--- config.mk ---
export PLATFORM = sky130hd
export DESIGN_NAME = thresholded_centroid_tracker
export DESIGN_NICKNAME = d
export VERILOG_FILES = /design/src/ctt_pkg.sv /design/src/ctt_front.sv /design/src/ctt_fifo.sv /design/src/ctt_back.sv /design/src/thresholded_centroid_tracker.sv
export SDC_FILE = /design/constraint.sdc
export NUM_CORES = 1
export LEC_CHECK = 0
export BUFFER_PORTS_ARGS = -buffer_cell sky130_fd_sc_hd__buf_2
export CAP_MARGIN = 20
export CORE_ASPECT_RATIO = 1.25
export CORE_MARGIN = 2
export CORE_UTILIZATION = 60
export DETAILED_ROUTE_END_ITERATION = 7
export HOLD_SLACK_MARGIN = 0.05
export PLACE_DENSITY = 0.85
export SLEW_MARGIN = 5
export SYNTH_ARGS = -nofsm -noshare
export SYNTH_HDL_FRONTEND = slang
export SYNTH_HIERARCHICAL = 1
export SYNTH_SLANG_ARGS = --single-unit
--- constraint.sdc ---
create_clock -name clk_i -period 6.7 [get_ports clk_i]
set_input_delay 0 -clock clk_i [delete_from_list [all_inputs] [get_ports clk_i]]
set_output_delay 0 -clock clk_i [all_outputs]
set_load 0.05 [all_outputs]
--- src/ctt_pkg.sv ---
// Shared types and constants for the thresholded centroid tracker.
`default_nettype none
package ctt_pkg;

  localparam int unsigned PixW    = 8;
  localparam int unsigned SizeW   = 12;
  localparam int unsigned CfgIdxW = 2;
  localparam int unsigned SumW    = 33;
  localparam int unsigned TallyW  = 23;
  localparam int unsigned CentW   = 11;
  localparam int unsigned FifoDepth = 4;

  localparam int unsigned DefMaxWidth  = 2048;
  localparam int unsigned DefMaxHeight = 2048;

  localparam logic [PixW-1:0]  ThresholdRst   = 8'd128;
  localparam logic [SizeW-1:0] FrameWidthRst  = 12'd1280;
  localparam logic [SizeW-1:0] FrameHeightRst = 12'd720;

  // Configuration register indexes
  localparam logic [CfgIdxW-1:0] CfgThreshold   = 2'd0;
  localparam logic [CfgIdxW-1:0] CfgFrameWidth  = 2'd1;
  localparam logic [CfgIdxW-1:0] CfgFrameHeight = 2'd2;

  // One classified pixel on its way from front to back
  typedef struct packed {
    logic              on;
    logic              done;
    logic [SumW-1:0]   sum_x;
    logic [SumW-1:0]   sum_y;
    logic [TallyW-1:0] tally;
  } ctt_item_t;

  // Queue status seen by its neighbors
  typedef struct packed {
    logic full;
    logic empty;
  } ctt_q_stat_t;

endpackage
`default_nettype wire

--- src/ctt_front.sv ---
// Front end: configuration, thresholding, position tracking and accumulation.
`default_nettype none
module ctt_front #(
  parameter int unsigned MaxWidth  = ctt_pkg::DefMaxWidth,
  parameter int unsigned MaxHeight = ctt_pkg::DefMaxHeight
) (
  input  logic                         clk_i,
  input  logic                         rst_ni,
  input  logic                         cfg_we_i,
  input  logic [ctt_pkg::CfgIdxW-1:0]  cfg_idx_i,
  input  logic [ctt_pkg::SizeW-1:0]    cfg_data_i,
  input  logic                         push_i,
  input  logic [ctt_pkg::PixW-1:0]     red_i,
  input  logic [ctt_pkg::PixW-1:0]     green_i,
  input  logic [ctt_pkg::PixW-1:0]     blue_i,
  output ctt_pkg::ctt_item_t           item_o
);
  import ctt_pkg::*;

  localparam int unsigned CW = $clog2(MaxWidth);
  localparam int unsigned RW = $clog2(MaxHeight);

  logic [PixW-1:0]   thr_q;
  logic [SizeW-1:0]  fw_q, fh_q;
  logic [CW-1:0]     col_q, col_d, col_last;
  logic [RW-1:0]     row_q, row_d, row_last;
  logic [SumW-1:0]   sum_x_q, sum_y_q, sum_x_nxt, sum_y_nxt;
  logic [TallyW-1:0] tally_q, tally_nxt;
  logic [PixW-1:0]   bright;
  logic [31:0]       fw_ext, fh_ext, wlast32, hlast32;
  logic              on, at_col_end, at_row_end, done;

  always_ff @(posedge clk_i or negedge rst_ni) begin
    if (!rst_ni) begin
      thr_q <= ThresholdRst;
      fw_q  <= FrameWidthRst;
      fh_q  <= FrameHeightRst;
    end else if (cfg_we_i) begin
      unique case (cfg_idx_i)
        CfgThreshold:   thr_q <= cfg_data_i[PixW-1:0];
        CfgFrameWidth:  fw_q  <= cfg_data_i;
        CfgFrameHeight: fh_q  <= cfg_data_i;
        default: ;
      endcase
    end
  end

  // Last position: a zero size acts as one, a large one saturates
  assign fw_ext = 32'(fw_q);
  assign fh_ext = 32'(fh_q);

  always_comb begin
    if (fw_ext == 32'd0) begin
      wlast32 = 32'd0;
    end else if (fw_ext > 32'(MaxWidth)) begin
      wlast32 = 32'(MaxWidth) - 32'd1;
    end else begin
      wlast32 = fw_ext - 32'd1;
    end
    if (fh_ext == 32'd0) begin
      hlast32 = 32'd0;
    end else if (fh_ext > 32'(MaxHeight)) begin
      hlast32 = 32'(MaxHeight) - 32'd1;
    end else begin
      hlast32 = fh_ext - 32'd1;
    end
  end

  assign col_last = wlast32[CW-1:0];
  assign row_last = hlast32[RW-1:0];

  always_comb begin
    bright = red_i;
    if (green_i > bright) bright = green_i;
    if (blue_i > bright)  bright = blue_i;
  end

  assign on         = bright > thr_q;
  assign at_col_end = col_q >= col_last;
  assign at_row_end = row_q >= row_last;
  assign done       = at_col_end && at_row_end;

  assign sum_x_nxt = on ? sum_x_q + SumW'(col_q) : sum_x_q;
  assign sum_y_nxt = on ? sum_y_q + SumW'(row_q) : sum_y_q;
  assign tally_nxt = on ? tally_q + TallyW'(1)   : tally_q;

  always_comb begin
    col_d = col_q;
    row_d = row_q;
    if (at_col_end) begin
      col_d = '0;
      row_d = at_row_end ? '0 : row_q + RW'(1);
    end else begin
      col_d = col_q + CW'(1);
    end
  end

  always_ff @(posedge clk_i or negedge rst_ni) begin
    if (!rst_ni) begin
      col_q   <= '0;
      row_q   <= '0;
      sum_x_q <= '0;
      sum_y_q <= '0;
      tally_q <= '0;
    end else if (push_i) begin
      col_q   <= col_d;
      row_q   <= row_d;
      sum_x_q <= done ? '0 : sum_x_nxt;
      sum_y_q <= done ? '0 : sum_y_nxt;
      tally_q <= done ? '0 : tally_nxt;
    end
  end

  assign item_o.on    = on;
  assign item_o.done  = done;
  assign item_o.sum_x = sum_x_nxt;
  assign item_o.sum_y = sum_y_nxt;
  assign item_o.tally = tally_nxt;

endmodule
`default_nettype wire

--- src/ctt_fifo.sv ---
// Short queue of classified pixels between front and back.
`default_nettype none
module ctt_fifo (
  input  logic                 clk_i,
  input  logic                 rst_ni,
  input  logic                 push_i,
  input  ctt_pkg::ctt_item_t   item_i,
  input  logic                 pop_i,
  output ctt_pkg::ctt_item_t   item_o,
  output ctt_pkg::ctt_q_stat_t stat_o
);
  import ctt_pkg::*;

  localparam int unsigned PtrW = $clog2(FifoDepth);
  localparam int unsigned CntW = $clog2(FifoDepth + 1);

  ctt_item_t       mem_q [FifoDepth];
  logic [PtrW-1:0] wr_q, rd_q;
  logic [CntW-1:0] cnt_q;

  always_ff @(posedge clk_i) begin
    if (push_i) mem_q[wr_q] <= item_i;
  end

  always_ff @(posedge clk_i or negedge rst_ni) begin
    if (!rst_ni) begin
      wr_q  <= '0;
      rd_q  <= '0;
      cnt_q <= '0;
    end else begin
      if (push_i) wr_q <= (wr_q == PtrW'(FifoDepth - 1)) ? '0 : wr_q + PtrW'(1);
      if (pop_i)  rd_q <= (rd_q == PtrW'(FifoDepth - 1)) ? '0 : rd_q + PtrW'(1);
      unique case ({push_i, pop_i})
        2'b10:   cnt_q <= cnt_q + CntW'(1);
        2'b01:   cnt_q <= cnt_q - CntW'(1);
        default: cnt_q <= cnt_q;
      endcase
    end
  end

  assign item_o       = mem_q[rd_q];
  assign stat_o.full  = cnt_q == CntW'(FifoDepth);
  assign stat_o.empty = cnt_q == '0;

endmodule
`default_nettype wire

--- src/ctt_back.sv ---
// Back end: centroid division at frame end and the output register.
`default_nettype none
module ctt_back (
  input  logic                        clk_i,
  input  logic                        rst_ni,
  input  logic                        q_valid_i,
  input  ctt_pkg::ctt_item_t          item_i,
  output logic                        pop_o,
  output logic                        out_valid_o,
  input  logic                        out_ready_i,
  output logic                        binary_pixel_o,
  output logic                        frame_done_o,
  output logic [ctt_pkg::CentW-1:0]   centroid_x_o,
  output logic [ctt_pkg::CentW-1:0]   centroid_y_o,
  output logic                        centroid_valid_o,
  output logic [ctt_pkg::TallyW-1:0]  bright_count_o
);
  import ctt_pkg::*;

  localparam logic [1:0] StIdle = 2'd0;
  localparam logic [1:0] StDiv  = 2'd1;
  localparam logic [1:0] StOut  = 2'd2;
  localparam int unsigned StepW = $clog2(SumW);

  logic [1:0]        state_q, state_d;
  logic [StepW-1:0]  step_q;
  logic [SumW-1:0]   qx_q, qy_q;
  logic [TallyW-1:0] rx_q, ry_q, div_q;
  logic              on_q;
  logic [TallyW:0]   shx, shy;
  logic              gex, gey;
  logic              slot_free, load_out, need_div;

  logic              out_valid_q;
  logic              bin_q, done_q, cval_q;
  logic [CentW-1:0]  cx_q, cy_q;
  logic [TallyW-1:0] cnt_q;

  assign slot_free = !out_valid_q || out_ready_i;
  assign need_div  = item_i.done && (item_i.tally != '0);
  assign pop_o     = (state_q == StIdle) && q_valid_i && slot_free;

  // One restoring division step per cycle for both axes
  assign shx = {rx_q, qx_q[SumW-1]};
  assign shy = {ry_q, qy_q[SumW-1]};
  assign gex = shx >= {1'b0, div_q};
  assign gey = shy >= {1'b0, div_q};

  always_comb begin
    state_d = state_q;
    unique case (state_q)
      StIdle:  if (pop_o && need_div) state_d = StDiv;
      StDiv:   if (step_q == StepW'(SumW - 1)) state_d = StOut;
      StOut:   if (slot_free) state_d = StIdle;
      default: state_d = StIdle;
    endcase
  end

  always_ff @(posedge clk_i or negedge rst_ni) begin
    if (!rst_ni) begin
      state_q <= StIdle;
      step_q  <= '0;
    end else begin
      state_q <= state_d;
      if (state_q == StDiv) step_q <= step_q + StepW'(1);
      else                  step_q <= '0;
    end
  end

  always_ff @(posedge clk_i) begin
    if (pop_o) begin
      on_q  <= item_i.on;
      qx_q  <= item_i.sum_x;
      qy_q  <= item_i.sum_y;
      div_q <= item_i.tally;
      rx_q  <= '0;
      ry_q  <= '0;
    end else if (state_q == StDiv) begin
      qx_q <= {qx_q[SumW-2:0], gex};
      qy_q <= {qy_q[SumW-2:0], gey};
      rx_q <= gex ? TallyW'(shx - {1'b0, div_q}) : shx[TallyW-1:0];
      ry_q <= gey ? TallyW'(shy - {1'b0, div_q}) : shy[TallyW-1:0];
    end
  end

  assign load_out = (pop_o && !need_div) || ((state_q == StOut) && slot_free);

  always_ff @(posedge clk_i or negedge rst_ni) begin
    if (!rst_ni) begin
      out_valid_q <= 1'b0;
    end else if (load_out) begin
      out_valid_q <= 1'b1;
    end else if (out_ready_i) begin
      out_valid_q <= 1'b0;
    end
  end

  always_ff @(posedge clk_i) begin
    if (pop_o && !need_div) begin
      bin_q  <= item_i.on;
      done_q <= item_i.done;
      cx_q   <= '0;
      cy_q   <= '0;
      cval_q <= 1'b0;
      cnt_q  <= '0;
    end else if ((state_q == StOut) && slot_free) begin
      bin_q  <= on_q;
      done_q <= 1'b1;
      cx_q   <= qx_q[CentW-1:0];
      cy_q   <= qy_q[CentW-1:0];
      cval_q <= 1'b1;
      cnt_q  <= div_q;
    end
  end

  assign out_valid_o      = out_valid_q;
  assign binary_pixel_o   = bin_q;
  assign frame_done_o     = done_q;
  assign centroid_x_o     = cx_q;
  assign centroid_y_o     = cy_q;
  assign centroid_valid_o = cval_q;
  assign bright_count_o   = cnt_q;

endmodule
`default_nettype wire

--- src/thresholded_centroid_tracker.sv ---
// Top level of the thresholded centroid tracker: front, queue and back.
// Path: a plain result passes the queue entry and then the output register; a
//   frame's last pixel with bright pixels also runs 33 division steps first.
// Throughput: one pixel per cycle while the queue has room; a frame end with
//   bright pixels busies the divider; the 4-entry queue fills, input stalls.
// Reset: threshold 128, frame 1280 x 720, position and sums zero.
`default_nettype none
module thresholded_centroid_tracker #(
  parameter int unsigned MaxWidth  = ctt_pkg::DefMaxWidth,
  parameter int unsigned MaxHeight = ctt_pkg::DefMaxHeight
) (
  input  logic                        clk_i,
  input  logic                        rst_ni,
  // configuration writes
  input  logic                        cfg_we_i,
  input  logic [ctt_pkg::CfgIdxW-1:0] cfg_idx_i,
  input  logic [ctt_pkg::SizeW-1:0]   cfg_data_i,
  // pixel input
  input  logic                        in_valid_i,
  output logic                        in_ready_o,
  input  logic [ctt_pkg::PixW-1:0]    red_i,
  input  logic [ctt_pkg::PixW-1:0]    green_i,
  input  logic [ctt_pkg::PixW-1:0]    blue_i,
  // result output
  output logic                        out_valid_o,
  input  logic                        out_ready_i,
  output logic                        binary_pixel_o,
  output logic                        frame_done_o,
  output logic [ctt_pkg::CentW-1:0]   centroid_x_o,
  output logic [ctt_pkg::CentW-1:0]   centroid_y_o,
  output logic                        centroid_valid_o,
  output logic [ctt_pkg::TallyW-1:0]  bright_count_o
);
  import ctt_pkg::*;

  ctt_item_t   front_item, head_item;
  ctt_q_stat_t q_stat;
  logic        push, pop;

  // Take a pixel whenever the queue has room; the front is pure logic
  // plus counters and commits its state on the same transfer.
  assign in_ready_o = !q_stat.full;
  assign push       = in_valid_i && in_ready_o;

  ctt_front #(
    .MaxWidth (MaxWidth),
    .MaxHeight(MaxHeight)
  ) u_front (
    .clk_i     (clk_i),
    .rst_ni    (rst_ni),
    .cfg_we_i  (cfg_we_i),
    .cfg_idx_i (cfg_idx_i),
    .cfg_data_i(cfg_data_i),
    .push_i    (push),
    .red_i     (red_i),
    .green_i   (green_i),
    .blue_i    (blue_i),
    .item_o    (front_item)
  );

  // Decouple the frame-end division from the pixel stream
  ctt_fifo u_fifo (
    .clk_i (clk_i),
    .rst_ni(rst_ni),
    .push_i(push),
    .item_i(front_item),
    .pop_i (pop),
    .item_o(head_item),
    .stat_o(q_stat)
  );

  // Back end drains the queue: plain pixels pass straight to the output
  // register, frame-end entries with a nonzero count run the divider first.
  ctt_back u_back (
    .clk_i           (clk_i),
    .rst_ni          (rst_ni),
    .q_valid_i       (!q_stat.empty),
    .item_i          (head_item),
    .pop_o           (pop),
    .out_valid_o     (out_valid_o),
    .out_ready_i     (out_ready_i),
    .binary_pixel_o  (binary_pixel_o),
    .frame_done_o    (frame_done_o),
    .centroid_x_o    (centroid_x_o),
    .centroid_y_o    (centroid_y_o),
    .centroid_valid_o(centroid_valid_o),
    .bright_count_o  (bright_count_o)
  );

  // A valid centroid only ever comes with a frame-end result
  a_cval_done: assert property (@(posedge clk_i) disable iff (!rst_ni)
    out_valid_o && centroid_valid_o |-> frame_done_o)
    else $error("centroid_valid without frame_done");

  // A valid centroid carries a nonzero count
  a_cval_count: assert property (@(posedge clk_i) disable iff (!rst_ni)
    out_valid_o && centroid_valid_o |-> bright_count_o != '0)
    else $error("centroid_valid with zero count");

  // Non frame-end results carry zero statistics
  a_plain_zero: assert property (@(posedge clk_i) disable iff (!rst_ni)
    out_valid_o && !frame_done_o |->
      centroid_x_o == '0 && centroid_y_o == '0 && bright_count_o == '0)
    else $error("statistics on a plain pixel result");

  // Never pop an empty queue or push a full one
  a_queue_bounds: assert property (@(posedge clk_i) disable iff (!rst_ni)
    !(pop && q_stat.empty) && !(push && q_stat.full))
    else $error("queue overflow or underflow");

endmodule
`default_nettype wire
==> metrics.md <==
| Metric | Value |
|---|---|
| Worst reg2reg startpoint | u_front/fw_q[6]$_DFFE_PN0P_ |
| Final setup vio count | 0 |
| Top cell family by delay on the critical path | compound AO/OA/AOI/OAI gates |
| First-pass GRT wire length | 131 mm |
| RSZ-0062 raised after global routing | false |
| Post-CTS Setup Bufs | 0 |
| Rel. slew slack | 27.3% |
| CTS buffer count | 68 |
| Post-cts repair resize count | 0 |
| Data required, critical path | 7.09 ns |
| Final Skew | 0.0363 ns |
| Starting Density | 60.9% |
| Largest net degree at the start of global routing | 92 |
| Leak pwr | 14.9 nW |
| Yosys Warn Count | 6 |
| Tcrit/Tclk final | 78.5% |
| H-tree Lvls | 3 |
| Die area | 0.0589 mm² |
| DR iter-0 viols | 2433 |
| CP Launch Type | input port |
| RD Place Congestion | 0.967 |
| ANT cells | 0 |
| Initial antenna violation count | 0 |
| Clock tree from TritonCTS | yes |
| Worst reg2reg path endpoint | u_front/tally_q[0]$_DFFE_PN0P_ |
| Power, Total | 17.4 mW |
| CP arrival | 5.65 ns |
| Layout cells sized above 1 | 13.7% |
| MaxCap Viol Count | 0 |
| Post-synth EDFFs | 456 |
| CTS Buffer Depth | 3 |
| Distinct cell type count after synthesis | 91 |
| Vias in the first global route | 24500 |
| Die Span Y | 271 µm |
| Number of synthesized register bits | 707 |
| Worst hold path type | input port to asynchronous set/reset pin |
| Cell Area, Synth | 0.0342 mm² |
| Gate Count Post-Synth | 2871 |
| Syn Area/Cell | 11.9 µm² |
| Kind of critical path | input port to flop |
| Grt total ovfl | 0 |
| Port Buf Inserts | 92 |
| Drt pass-1 iters | 6 |
| Post-layout util | 67.1% |
| Pwr dens | 461 mW/mm² |
| Post-detail-place hpwl | 53.5 mm |
| Asr flop ratio synth | 22.5% |
| R2R cell count | 14 |
| IO Count | 93 |
| Worst Path Buf+Inv | 4 |
| Tot GR Track Use | 28.3% |
| Critical Path Sink Type | flop |
| Net count after synthesis | 3048 |
| Core Region | 0.0562 mm² |
| Post-Route Setup TNS | 0 ns |
| Worst slew pin tran | 1.09 ns |
| Final WL | 82.8 mm |
| Wire length per cell | 22.1 µm |
| FF/Latch Area | 0.0195 mm² |
| Run status | finished clean |
| Worst path max stage delay | 0.60 ns |
| Flop2flop setup slack | 1.81 ns |
| Worst-path clk slew | 0.06 ns |
| Multi-input gate area in the final layout | 0.0136 mm² |
| Final ANT Viol Nets | 0 |
| Slowest-stage cell, CP | nor2_1 |
| Max FO, Critical Path | 13 |
| Most used DFF post-synth | edfxtp_1 |
| Area Overhead vs Synth | 10.2% |
| Via density | 6.39 |
| Count of pins over their slew limit | 0 |
| Hold Buf Count CTS | 28 |
| Clock latency on the worst-skew pair | 0.63 ns |
| Crit path time final | 5.26 ns |
| F_max | 0.190 GHz |
| # rows | 97 |
| Die width | 218 µm |
| IR drop worst, VDD | 0.323 mV |
| Final #Nets | 3128 |
| DR vias | 23900 |
| Post-synthesis sequential area ratio | 57.1% |
| CTS root buf | clkbuf_16 |
| FILL cells | 3691 |
| DRC | 0 |
| Final Hold Fails | 0 |
| Clk sink count | 707 |
==> flip-flops by register name (all words and copies together) (netlist names), 2 cells and up <==
signal	flops
u_back/state_q	2
u_back/centroid_x_o	11
u_front/thr_q	8
u_back/centroid_y_o	11
u_back/div_q	23
u_fifo/mem_q	364
u_front/row_q	11
u_fifo/rd_q	2
u_fifo/cnt_q	3
u_front/fw_q	12
u_back/bright_count_o	23
u_front/sum_x_q	33
u_front/fh_q	12
u_back/qy_q	33
u_fifo/wr_q	2
u_back/step_q	6
u_back/rx_q	23
u_front/tally_q	23
u_back/qx_q	33
u_front/col_q	11
u_front/sum_y_q	33
u_back/ry_q	23
==> report_power, final <==
part / internal, mW / switching [mW]
Combinational: 2.47 / 4.04
Sequential: 6.22 / 0.743
Clock: 2.20 / 1.69
==> cells by family (layout without fill, tap and decap cells) <==
family,Yosys count,in the layout,share of synthesized area [%]
adders and majority gates,136,136,5.07
muxes,153,153,7.92
buffers and inverters,246,381,3.30
AOI/OAI and AO/OA,513,513,9.49
and+or+nand+nor,933,933,12.5
DFF,707,707,57.1
xor gates and xnor gates,183,183,4.69
==> layout make-up <==
type / count / share of cell area, %
well taps: 742 / 2.46
clock buffers: 91 / 4.98
multi-input cells: 1918 / 36.1
inverters: 102 / 1.02
repair buffers: 154 / 2.71
flip-flops and latches: 707 / 51.8
clock inverters: 34 / 0.982
==> routing by layer <==
metal | vias to the layer above | share of wire (%) | GRT usage (%)
met3 | 248 | 7.9 | 4.54
li1 | 10700 | - | -
met2 | 1315 | 52 | 50.2
met1 | 11700 | 37 | 33.6
met4 | 0 | 3.9 | 13.0
met5 | - | 0 | 0
==> synthesized netlist by cell type (30+ instances only) <==
library cell	n	area [µm²]
edfxtp_1	456	13700
nand2_1	444	1670
dfrtp_1	152	3800
o21ai_0	152	761
a21oi_1	151	756
nor2_1	135	507
ha_1	129	1610
inv_1	102	383
nand3_1	95	475
xnor2_1	94	823
dfxtp_1	92	1840
mux4_2	91	2050
xor2_1	89	780
clkbuf_1	79	297
nor3_1	63	315
a21o_1	40	300
nand4_1	38	238
mux2_2	32	360
mux2i_1	30	300
==> metrics by stage <==
stage,hold WS [ns],setup WS [ns],instances,cell area (µm²)
4_1_cts,0.0598,1.56,3748,37700
3_3_place_gp,0.119,1.00,3594,35200
2_1_floorplan,-0.296,1.68,2871,34200
3_5_place_dp,0.136,1.05,3595,35200
6_report,0.00987,1.44,3748,37700
5_1_grt,0.121,1.05,3748,37700
==> placed cells by master, fill, tap and decap left out, types with 15 or more instances in the layout <==
cell type,count
ha_1,129
nand3_1,95
inv_1,100
a21o_1,40
clkbuf_1,15
xnor2_1,94
nor3_1,63
mux2i_1,30
o21ai_0,152
xor2_1,89
mux4_2,91
buf_2,91
nor2b_1,20
a22o_1,21
dfxtp_1,92
mux2_2,32
nand2_1,444
edfxtp_1,456
buf_4,32
nand4_1,38
nor2_1,135
and3_1,23
dlygate4sd3_1,28
nand2b_1,20
dfrtp_1,150
a21oi_1,151
nor4_1,28
clkbuf_16,69
==> worst max path at each step <==
stage	startpoint	to	cells past startpoint	slack, ns
2_1_floorplan	red_i[5]	u_fifo/mem_q[0][44]$_DFFE_PP_	27	1.68
3_3_place_gp	red_i[5]	u_fifo/mem_q[0][52]$_DFFE_PP_	26	1.0
3_5_place_dp	red_i[5]	u_fifo/mem_q[2][78]$_DFFE_PP_	26	1.05
4_1_cts	red_i[5]	u_fifo/mem_q[2][78]$_DFFE_PP_	26	1.56
6_report	red_i[5]	u_fifo/mem_q[0][86]$_DFFE_PP_	26	1.44
5_1_grt	red_i[5]	u_fifo/mem_q[0][76]$_DFFE_PP_	26	1.05
(Power assumes the default switching activity.)
